File: config.mk
export PLATFORM = sky130hd
export DESIGN_NAME = u2f_verdict
export DESIGN_NICKNAME = d
export VERILOG_FILES = /design/src/rtl/u2f_pkg.sv /design/src/rtl/u2f_verdict.sv
export SDC_FILE = /design/constraint.sdc
export NUM_CORES = 1
export LEC_CHECK = 0
export BUFFER_PORTS_ARGS = -buffer_cell sky130_fd_sc_hd__buf_2
export CORE_MARGIN = 4
export CORE_UTILIZATION = 30
export DETAILED_ROUTE_END_ITERATION = 12
export PLACE_DENSITY = 0.64
export SYNTH_ARGS = -nofsm -noshare
export SYNTH_HDL_FRONTEND = slang
export SYNTH_SLANG_ARGS = --single-unit
File: constraint.sdc
create_clock -name vclk -period 7.2
set_input_delay 0.36 -clock vclk [all_inputs]
set_output_delay 0.36 -clock vclk [all_outputs]
set_load 0.01 [all_outputs]
File: src/rtl/u2f_pkg.sv
package u2f_pkg;

	typedef enum logic [2:0] {
		VERDICT_VERSION    = 3'd0,
		VERDICT_REG_READY  = 3'd1,
		VERDICT_AUTH_READY = 3'd2,
		VERDICT_INS_UNSUP  = 3'd3,
		VERDICT_WRONG_LEN  = 3'd4,
		VERDICT_CLA_UNSUP  = 3'd5,
		VERDICT_BAD_P1P2   = 3'd6
	} verdict_t;

	localparam logic [15:0] SW_NO_ERROR   = 16'h9000;
	localparam logic [15:0] SW_FORWARD    = 16'h0000;
	localparam logic [15:0] SW_WRONG_LEN  = 16'h6700;
	localparam logic [15:0] SW_WRONG_DATA = 16'h6A86;
	localparam logic [15:0] SW_INS_UNSUP  = 16'h6D00;
	localparam logic [15:0] SW_CLA_UNSUP  = 16'h6E00;

	localparam logic [7:0] INS_REGISTER     = 8'h01;
	localparam logic [7:0] INS_AUTHENTICATE = 8'h02;
	localparam logic [7:0] INS_VERSION      = 8'h03;

	localparam logic [7:0] P1_ENFORCE      = 8'h03;
	localparam logic [7:0] P1_CHECK_ONLY   = 8'h07;
	localparam logic [7:0] P1_DONT_ENFORCE = 8'h08;

	localparam int REG_DATA_LEN  = 64;
	localparam int AUTH_BASE_LEN = 65;

	// byte positions inside the APDU
	localparam int IDX_CLA        = 0;
	localparam int IDX_INS        = 1;
	localparam int IDX_P1         = 2;
	localparam int IDX_LC         = 4;
	localparam int IDX_LC_HI      = 5;
	localparam int IDX_LC_LO      = 6;
	localparam int IDX_HANDLE_SHT = IDX_LC + 1 + REG_DATA_LEN;
	localparam int IDX_HANDLE_EXT = IDX_LC + 3 + REG_DATA_LEN;

	localparam logic [1:0] CFG_ADDR_FEATURE = 2'd0;

	typedef struct packed {
		logic [7:0]  cla;
		logic [7:0]  ins;
		logic [7:0]  p1;
		logic [15:0] length;
		logic        ext;
		logic [7:0]  handle_len;
		logic        ovf;
	} frame_t;

	typedef struct packed {
		verdict_t    verdict;
		logic [15:0] status_word;
		logic [7:0]  instruction;
		logic [7:0]  control_byte;
		logic [15:0] body_length;
		logic [7:0]  handle_length;
	} result_t;

endpackage

File: src/rtl/u2f_verdict.sv
module u2f_verdict import u2f_pkg::*; #(
	parameter int COUNT_BITS = 17
) (
	input  logic                  feature_en,
	input  frame_t                fr,
	input  logic [COUNT_BITS-1:0] n,
	output result_t               res
);

	logic [COUNT_BITS-1:0] r;
	logic [COUNT_BITS-1:0] need;
	logic [COUNT_BITS-1:0] trail;
	logic [COUNT_BITS-1:0] max_le;
	logic                  has_hdr;
	logic                  no_body;
	logic                  frame_good;
	logic [15:0]           dlen;
	logic [15:0]           auth_len;
	logic                  p1_ok;

	assign has_hdr = n >= COUNT_BITS'(4);
	assign r       = n - COUNT_BITS'(4);
	assign no_body = has_hdr && (r <= COUNT_BITS'(1));
	assign need    = (fr.ext ? COUNT_BITS'(3) : COUNT_BITS'(1)) + COUNT_BITS'(fr.length);
	assign trail   = r - need;
	assign max_le  = fr.ext ? COUNT_BITS'(2) : COUNT_BITS'(1);

	always_comb begin
		frame_good = 1'b0;
		dlen       = 16'd0;
		if (!has_hdr) begin
			frame_good = 1'b0;
		end else if (no_body) begin
			frame_good = 1'b1;
		end else if (r < need) begin
			frame_good = 1'b0;
		end else if (trail > max_le) begin
			frame_good = 1'b0;
		end else begin
			frame_good = 1'b1;
			dlen       = fr.length;
		end
		if (fr.ovf) begin
			frame_good = 1'b0;
		end
	end

	assign auth_len = 16'(AUTH_BASE_LEN) + {8'd0, fr.handle_len};
	assign p1_ok    = (fr.p1 == P1_ENFORCE) || (fr.p1 == P1_CHECK_ONLY) ||
		(fr.p1 == P1_DONT_ENFORCE);

	always_comb begin
		res.instruction   = fr.ins;
		res.control_byte  = fr.p1;
		res.body_length   = no_body ? 16'd0 : fr.length;
		res.handle_length = fr.handle_len;
		if (!feature_en) begin
			res.verdict     = VERDICT_INS_UNSUP;
			res.status_word = SW_INS_UNSUP;
		end else if (!frame_good) begin
			res.verdict     = VERDICT_WRONG_LEN;
			res.status_word = SW_WRONG_LEN;
		end else if (fr.cla != 8'd0) begin
			res.verdict     = VERDICT_CLA_UNSUP;
			res.status_word = SW_CLA_UNSUP;
		end else if (fr.ins == INS_VERSION) begin
			res.verdict     = VERDICT_VERSION;
			res.status_word = SW_NO_ERROR;
		end else if (fr.ins == INS_REGISTER) begin
			if (dlen != 16'(REG_DATA_LEN)) begin
				res.verdict     = VERDICT_WRONG_LEN;
				res.status_word = SW_WRONG_LEN;
			end else begin
				res.verdict     = VERDICT_REG_READY;
				res.status_word = SW_FORWARD;
			end
		end else if (fr.ins == INS_AUTHENTICATE) begin
			// auth_len is at least the minimum, so one compare covers both checks
			if (dlen != auth_len) begin
				res.verdict     = VERDICT_WRONG_LEN;
				res.status_word = SW_WRONG_LEN;
			end else if (!p1_ok) begin
				res.verdict     = VERDICT_BAD_P1P2;
				res.status_word = SW_WRONG_DATA;
			end else begin
				res.verdict     = VERDICT_AUTH_READY;
				res.status_word = SW_FORWARD;
			end
		end else begin
			res.verdict     = VERDICT_INS_UNSUP;
			res.status_word = SW_INS_UNSUP;
		end
	end

endmodule

* Yosys cells after proc, flatten, opt, wreduce, memory -nomap -nowiden
Index checks and enable logic that the tools add are counted.
Word-level totals: bits in registers 0, input port bits 68, word-level logic and storage cells 41
Cells by class: add/subtract/negate cells 4, magnitude comparators 4, equality and inequality tests 8, muxes and demuxes 21, reduce and logical (&&, ||, !) cells 4
Operator list (count):
- $mux 19 | 9
- $mux 16 | 5
- $eq 8x2->1 const B | 3
- $add 2x16->17 | 1
- $ge 17x3->1 const B | 1
- $gt 17x2->1 | 1
- $le 17x1->1 const B | 1
- $lt 17x17->1 | 1
- $sub 17x17->17 | 1
- $sub 17x3->17 const B | 1
- $ne 16x7->1 const B | 1
- $ne 16x9->1 | 1
- $add 7x8->9 const A | 1
- $eq 8x1->1 const B | 1
- $eq 8x3->1 const B | 1
- $eq 8x4->1 const B | 1
- $reduce_bool 8->1 | 1
- $mux 1 | 5
- $mux 2 | 2
- $logic_or 1x1->1 | 2
- $logic_and 1x1->1 | 1

* Longest topological paths before layout
Gate-level depths: netlist (run 1).
depth in word-level cells 16, mapped depth 19, gate-level depth less buffers 17

* Worst setup path after synthesis (run 1)
No wires, ideal clock.
path type input port to output port, from input port n[2], to output port res[42] in the netlist's numbering, data arrival time 4162 ps, required time 6840 ps, slack 2678 ps, stages on the path 15, cell sequence inv_1 > ha_1 > or3b_1 > or4_1 > xnor2_1 > ha_1 > a21o_1 > o41a_1 > or3_1 > a211o_1 > nor4b_2 > nand3_1 > a21oi_2 > and4_1 > buf_4
RTL lines:
- start, declared | line u2f_verdict.sv:6 | input logic [COUNT_BITS-1:0] n,
- end, declared | line u2f_verdict.sv:7 | output result_t res

==> impl_metrics.env, run 1 <==
export IMPL_nClkBuffers=0
export IMPL_synth_top_cell_area_share=0.0958
export IMPL_cts_setup_buffers=0
export IMPL_power_frac_clock=0
export IMPL_drt_pass1_iter_count=5
export IMPL_synthTopCellsByCount="34 x buf_4, 34 x nor2_1, 24 x inv_1, 24 x nand2_1, 23 x ha_1"
export IMPL_detailed_place_hpwl_mm=9.04
export IMPL_seq_area_um2=0
export IMPL_p_sw_frac=0.596
export IMPL_diodes=0
export IMPL_report_final_hold_viol_count=0
export IMPL_synth_area_leaders="ha_1 9.6%, buf_4 8.5%, xnor2_1 6.4%, nor2_1 4.3%, xor2_1 3.2%"
export IMPL_relSlewSlack=0.529
export IMPL_hp_class="in2out"
export IMPL_fin_tns_setup_ps=0
export IMPL_die_x_um=108
export IMPL_ir_drop_v=0.0000409
export IMPL_syn_inst=435
export IMPL_pre_cts_ws_ps=2050
export IMPL_worstMarginPinSlew_ps=706
export IMPL_dieHeight_um=108
export IMPL_cts_resized=0
export IMPL_startpoint="fr[11]"
export IMPL_drtIter0Drc=218
export IMPL_syn_cell_area_um2=3000
export IMPL_p_int_mw=0.108
export IMPL_final_fill_count=1074
export IMPL_synth_area_per_cell_um2=6.90
export IMPL_pwr_share_comb=1.000
export IMPL_route_detailed_drc=0
export IMPL_fin_crit_sh=0.725
export IMPL_grt_usage=0.165
export IMPL_core_area_um2=9770
export IMPL_drive_above_1_share=0.274
export IMPL_grt_overflow=0
export IMPL_cp_end_kind="output port"
export IMPL_gp_congestion=0.979
export IMPL_drtAntennaViolNets=0
export IMPL_post_drt_wl_per_cell_um=16.0
export IMPL_setup_viol=0
export IMPL_min_from="fr[36]"
export IMPL_ys_types=82
export IMPL_net_switching_power_mw=0.158
export IMPL_synth_yosys_seq_area_share=0
export IMPL_utilization=0.358
export IMPL_die_area_um2=11700
export IMPL_seq_cells=0
export IMPL_critPathLaunchType="input port"
export IMPL_fmax_mhz=192
export IMPL_grt_pass1_wl_mm=16.1
export IMPL_grt_max_degree=20
export IMPL_powerDensity_nw_per_um2=75.9
export IMPL_grt_pass1_vias=3274
export IMPL_start_util=0.307
export IMPL_yosysWarnings=0
export IMPL_finalCriticalPeriod_ps=5220
export IMPL_cts_hold_buf=0
export IMPL_rows=36
export IMPL_critPathMaxFanout=7
export IMPL_antenna_found_initial=0
export IMPL_vias=3627
export IMPL_io_pin_count=127
export IMPL_status="complete, no violations"
export IMPL_cp_data_required_time_ps=6840
export IMPL_final_net_count=614
export IMPL_worstSetupPathType="in2out"
export IMPL_power_frac_seq=0
export IMPL_yosys_area_top_type="ha_1"
export IMPL_portBuffers=122
export IMPL_fin_ws_ps=1980
export IMPL_leakage_nw=1.46
export IMPL_drv_slew=0
export IMPL_drt_wl_total_mm=10.5
export IMPL_multi_input_area_um2=2630
export IMPL_syn_to_final_growth_pct=16.6
export IMPL_vias_per_cell=5.56
export IMPL_maxCapViolations=0
export IMPL_cp_data_arrival_time_ps=4860
export IMPL_rsz0062_at_grt="false"
-- logic make-up after synthesis --
family	Yosys count	synth area share
buf+inv	67	0.129
other cells	1	0.00125
simple gates	202	0.392
compound gates	103	0.253
mux	2	0.00667
xor+xnor	35	0.109
fa+ha+maj	25	0.109
-- per-layer routing --
layer / track usage / vias up / part of all wire / routed length [um]
met4: 0.0207 / 0 / 0.012 / 130
met5: 0 / - / 0 / 0
met3: 0.0101 / 12 / 0.066 / 691
met1: 0.235 / 1681 / 0.45 / 4710
met2: 0.281 / 155 / 0.47 / 4920
li1: - / 1779 / - / -
-- cells in the final DEF (no fill, tap or decap), types with 3 or more instances in the layout --
master     Yosys  final
nor3_1        18     18
a211oi_1       4      4
a31oi_1        5      5
and2b_1        5      5
and2_1         7      7
or2_1          3      3
and3_1         7      7
or4_1          7      7
nand3b_1       4      4
o2111ai_1      4      4
nor4_1        14     14
a21o_1         5      5
o211ai_1       9      9
inv_1         24     24
o21ai_1        4      4
nor2b_1       13     13
or3_1          5      5
xnor2_1       22     22
nand4_1       10     10
or2_2          3      3
o31ai_1        5      5
a21oi_1       15     15
o21a_1         3      3
nor2_1        34     34
ha_1          23     23
buf_2          0    122
xor2_1        11     11
and4_1         5      5
o21ai_0       11     11
conb_1         1      5
nand3_1       18     18
nand2_1       24     24
a41oi_1        4      4
nand2b_1       8      8
-- worst paths after layout --
kind                      end  slack [ps]  cells after the start
worst min-delay path  res[34]         920                      2
worst max-delay path  res[41]        1980                     18
-- power groups by stage --
stage	registers [mW]	clock network (mW)	logic (mW)
floorplan	0	0	0.183
global placement	0	0	0.261
detailed placement	0	0	0.261
CTS	0	0	0.262
global route	0	0	0.292
finish	0	0	0.266
-- metrics by stage --
step	instances	area, um2	hold WS, ps	total power, mW
2_1_floorplan	439	3020	812	0.183
3_3_place_gp	652	3500	916	0.261
3_5_place_dp	652	3500	916	0.261
4_1_cts	652	3500	917	0.262
5_1_grt	652	3500	927	0.292
6_report	652	3500	916	0.266
-- area by class of cell --
class,count,share of cell area
Inverter,25,0.0268
Timing Repair Buffer,122,0.174
Multi-Input combinational cell,372,0.751
Tap cell,133,0.0475
-- worst max-delay path: stages --
cell and delay, ps:
buf_2 140, ha_1 280, a21oi_1 80, nor4_1 500, nor2b_1 320, nand3_1 130
xor2_1 160, ha_1 350, nand2_1 80, a2111o_1 380, a31oi_1 260, nor2_1 80
o21ai_0 260, mux2i_1 450, nand3_1 220, a21oi_2 340, and4_1 290, buf_2 140
No activity file was read; power rests on OpenSTA's default activity.
==> inputs of run 2 (changes only) <==
ABC_AREA = 1   (was not set)
PLACE_DENSITY = 0.65   (was 0.64)
clock period = 4.3 ns   (was 7.2 ns; I/O delays follow)
==> run 2 against run 1 <==
  * The flow now finishes with violations (setup timing)
  * Area after synthesis rose by 13%
  * Sequential cell count is the same
  * Non-clock buffer count grew 50
  * Power rose by 96%
  * First-iteration DRC count fell by 15%
  * Sequential share of layout area stayed put
  * Worst hold slack got worse by 290 ps
  * Combinational power is 96% higher
  * Critical path depth increased by 14
  * Synthesized cell count is 55% higher
  * Die area up 12%
==> impl_metrics.env, run 2 <==
export IMPL_cp_data_arrival_time_ps=4350
export IMPL_nClkBuffers=0
export IMPL_detailed_place_hpwl_mm=9.28
export IMPL_vias_per_cell=4.60
export IMPL_maxCapViolations=0
export IMPL_final_common_cell="nand2_1"
export IMPL_seq_area_um2=0
export IMPL_drtIter0Drc=185
export IMPL_finalCriticalPeriod_ps=4560
export IMPL_setup_viol=11
export IMPL_pre_cts_ws_ps=-340
export IMPL_critical_path_buf_inv_count=6
export IMPL_yosysWarnings=0
export IMPL_yosys_area_top_type="nand2_1"
export IMPL_io_pin_count=127
export IMPL_status="finished with violations"
export IMPL_min_from="fr[7]"
export IMPL_dieHeight_um=114
export IMPL_synth_most_common_cell="nand2_1"
export IMPL_die_area_um2=13000
export IMPL_synth_area_per_cell_um2=5.00
export IMPL_relSlewSlack=0.201
export IMPL_powerDensity_nw_per_um2=111
export IMPL_syn_cell_area_um2=3380
export IMPL_synth_yosys_seq_area_share=0
export IMPL_start_util=0.309
export IMPL_worstMarginPinSlew_ps=1170
export IMPL_cp_slowest_cell="ha_1"
export IMPL_fin_crit_sh=1.06
export IMPL_max_stage_delay_ps=320
export IMPL_drt_wl_total_mm=11.2
export IMPL_synth_top_cell_area_share=0.231
export IMPL_grt_pass1_vias=4140
export IMPL_report_final_hold_viol_count=0
export IMPL_post_drt_wl_per_cell_um=11.8
export IMPL_portBuffers=122
export IMPL_violations="setup timing"
export IMPL_rows=38
export IMPL_grt_usage=0.158
export IMPL_gp_congestion=0.894
export IMPL_grt_pass1_wl_mm=17.8
export IMPL_route_detailed_drc=0
export IMPL_synth_area_leaders="nand2_1 23%, inv_1 15%, nor2_1 8.5%, ha_1 8.5%, buf_4 8.0%"
export IMPL_die_x_um=114
export IMPL_critPathCapture="res[49]"
export IMPL_ir_drop_v=0.0000671
export IMPL_grt_overflow=0
export IMPL_synthTopCellsByCount="208 x nand2_1, 137 x inv_1, 77 x nor2_1"
export IMPL_cts_hold_buf=0
export IMPL_ys_types=37
export IMPL_drt_pass1_iter_count=4
export IMPL_vias=4386
export IMPL_cp_end_kind="output port"
export IMPL_startpoint="fr[9]"
export IMPL_fmax_mhz=219
export IMPL_fin_ws_ps=-262
export IMPL_critPathLaunchType="input port"
export IMPL_crit_family="simple AND/OR/NAND/NOR gates"
export IMPL_final_cell_mix="190 x nand2_1, 135 x inv_1, 117 x buf_2"
export IMPL_diodes=0
export IMPL_utilization=0.429
export IMPL_worstSetupPathType="in2out"
export IMPL_syn_to_final_growth_pct=38.6
export IMPL_seq_cells=0
export IMPL_leakage_nw=2.72
export IMPL_cp_data_required_time_ps=4090
export IMPL_critPathMaxFanout=6
export IMPL_grt_max_degree=17
export IMPL_hp_class="in2out"
export IMPL_core_area_um2=10900
export IMPL_final_net_count=909
export IMPL_syn_inst=676
export IMPL_drv_slew=0
export IMPL_drtAntennaViolNets=0
export IMPL_antenna_found_initial=0
export IMPL_drive_above_1_share=0.332
export IMPL_cp_depth=32
export IMPL_rsz0062_at_grt="true"
## run 2: what timing repair did
item | 4_1_cts | 5_1_grt
gates resized for setup | 48 | 54
pin swaps | 30 | 41
endpoints found under the setup margin | 14 | 14
buffers inserted | 13 | 4
## run 2: power by group
part           total [mW]  switching [mW]  internal [mW]  leakage (nW)
Sequential              0               0              0             0
Combinational       0.522           0.316          0.206          2.72
Clock                   0               0              0             0
## run 2: logic make-up after synthesis
| logic type | after synthesis | share of synthesized area |
|---|---|---|
| fa+ha+maj | 25 | 0.0969 |
| simple gates | 407 | 0.532 |
| compound gates | 44 | 0.0762 |
| xor+xnor | 19 | 0.0514 |
| buf+inv | 180 | 0.242 |
| other cells | 1 | 0.00111 |
## run 2: layer usage
metal,vias up,wire (um),track usage
li1,2336,-,-
met1,1924,4830,0.201
met2,108,5630,0.295
met3,18,517,0.00899
met4,0,271,0.0269
met5,-,0,0
## run 2: how the worst min path moves through the flow
| stage | end | slack, ps | cells past startpoint |
|---|---|---|---|
| after floorplan | res[51] | 500 | 1 |
| after global placement | res[34] | 630 | 2 |
| after detailed placement | res[6] | 630 | 2 |
| after CTS | res[6] | 630 | 2 |
| after global routing | res[31] | 640 | 2 |
| final | res[6] | 630 | 2 |
## run 2: layout make-up
type / count / area [um2]
Inverter: 142 / 533
Tap cell: 140 / 175
Multi-Input combinational cell: 500 / 2920
Timing Repair Buffer: 172 / 1060
Fill cell: 1225 / 6240
## run 2: metrics by stage
| stage | hold WS, ps | instance area, um2 | cells | total power [mW] | TNS, ps |
|---|---|---|---|---|---|
| CTS | 630 | 4450 | 950 | 0.490 | -2040 |
| global placement | 630 | 4150 | 937 | 0.462 | -4200 |
| detailed placement | 630 | 4150 | 937 | 0.461 | -3520 |
| global route | 637 | 4690 | 954 | 0.588 | -6380 |
| finish | 629 | 4690 | 954 | 0.522 | -2530 |
| floorplan | 501 | 3400 | 680 | 0.318 | 0 |
==> inputs of run 3 (changes only) <==
CORE_MARGIN = not set   (was 4)
==> run 3 against run 2 <==
  * The flow still finishes with violations (setup timing)
  * Largest cell class unchanged
  * Core utilization decreased by 0.73 points
  * Fmax increased by 5.9%
  * Worst setup slack improved by 260 ps
  * Combinational power decreased by 2%
  * Routed wire length decreased by 5.1%
==> impl_metrics.env, run 3 (synthesis gave the netlist of run 2 again) <==
export IMPL_fin_hold_ws_ps=628
export IMPL_start_util=0.309
export IMPL_fin_ws_ps=-6.44
export IMPL_critPathLaunchType="input port"
export IMPL_worstMarginPinSlew_ps=1150
export IMPL_fin_crit_sh=1.00
export IMPL_drv_slew=0
export IMPL_drt_wl_total_mm=10.7
export IMPL_worstSetupPathType="in2out"
export IMPL_powerDensity_nw_per_um2=112
export IMPL_cp_data_required_time_ps=4090
export IMPL_min_from="fr[36]"
export IMPL_grt_usage=0.173
export IMPL_setup_viol=2
export IMPL_maxCapViolations=0
export IMPL_route_detailed_drc=0
export IMPL_ir_drop_v=0.0000753
export IMPL_die_area_um2=11700
export IMPL_gp_congestion=0.929
export IMPL_grt_overflow=0
export IMPL_vias=4401
export IMPL_leakage_nw=2.68
export IMPL_violations="setup timing"
export IMPL_hp_class="in2out"
export IMPL_cp_data_arrival_time_ps=4090
export IMPL_die_x_um=108
export IMPL_worstHoldPathCells=2
export IMPL_drtAntennaViolNets=0
export IMPL_grt_pass1_wl_mm=17.0
export IMPL_multi_input_area_um2=2890
export IMPL_status="finished with violations"
export IMPL_diodes=0
export IMPL_dp_cells=935
export IMPL_rows=38
export IMPL_rsz0062_at_grt="true"
export IMPL_grt_max_degree=17
export IMPL_dieHeight_um=108
export IMPL_drtIter0Drc=149
export IMPL_critPathMaxFanout=5
export IMPL_core_area_um2=10900
export IMPL_cp_slowest_cell="ha_1"
export IMPL_io_pin_count=127
export IMPL_final_net_count=908
export IMPL_antenna_found_initial=0
export IMPL_final_fill_count=1230
export IMPL_max_stage_delay_ps=330
export IMPL_stdcell_count=953
export IMPL_portBuffers=122
export IMPL_seq_cells=0
export IMPL_worst_hold_path_endpoint="res[34]"
export IMPL_grt_pass1_vias=4003
export IMPL_vias_per_cell=4.62
export IMPL_fmax_mhz=232
export IMPL_post_drt_wl_per_cell_um=11.2
export IMPL_final_cell_mix="191 x nand2_1, 133 x inv_1, 120 x buf_2"
export IMPL_nClkBuffers=0
export IMPL_final_common_cell="nand2_1"
export IMPL_syn_to_final_growth_pct=36.3
export IMPL_seq_area_um2=0
export IMPL_report_final_hold_viol_count=0
export IMPL_cp_end_kind="output port"
export IMPL_detailed_place_hpwl_mm=8.86
export IMPL_drive_above_1_share=0.332
export IMPL_drt_pass1_iter_count=5
export IMPL_finalCriticalPeriod_ps=4310
export IMPL_relSlewSlack=0.214
## run 3: per-stage QoR
stage                     setup slack [ps]  TNS, ps  total power [mW]  instance area (um2)  utilization
final                                -6.44    -9.53             0.514                 4610        0.422
after global placement                -231    -2150             0.455                 4130        0.378
after CTS                            -13.3    -36.6             0.486                 4390        0.401
after global routing                  -365    -3850             0.581                 4610        0.422
after detailed placement              -314    -3300             0.456                 4130        0.378
after floorplan                       28.8        0             0.318                 3400            -
## run 3: worst max path at each step
stage          slack, ps   start  depth (start not counted)  endpoint
2_1_floorplan         30   fr[9]                         28   res[55]
3_3_place_gp        -230   fr[9]                         35   res[47]
3_5_place_dp        -310   fr[9]                         32   res[41]
4_1_cts              -10  fr[11]                         35   res[41]
5_1_grt             -370  fr[11]                         35   res[47]
6_report              -6   fr[9]                         33   res[49]
## run 3: cell type report
| type | count | share of cell area |
|---|---|---|
| inverters | 142 | 0.116 |
| repair buffers | 171 | 0.219 |
| well taps | 140 | 0.0380 |
| multi-input cells | 500 | 0.627 |
## run 3: metal layers
layer,share of wire,GRT usage,up-vias
met2,0.49,0.324,118
met3,0.037,0.00603,22
li1,-,-,2332
met1,0.44,0.217,1929
met4,0.028,0.0362,0
met5,0,0,-
## run 3: where the power goes
group,internal (mW),switching [mW]
registers,0,0
logic,0.202,0.312
clock network,0,0
total,0.202,0.312
## run 3: critical path: cells and delay by family
| family | cells | cell delay, ps |
|---|---|---|
| simple gates | 19 | 1880 |
| compound gates | 4 | 430 |
| xor+xnor | 1 | 220 |
| fa+ha+maj | 2 | 580 |
| buf+inv | 7 | 750 |
## run 3: timing repair
item	in CTS	in global routing
gates cloned	1	0
buffers inserted	11	6
endpoints found under the setup margin	14	14
resized for setup	42	44
pin swaps	16	20
hold buffers	0	0
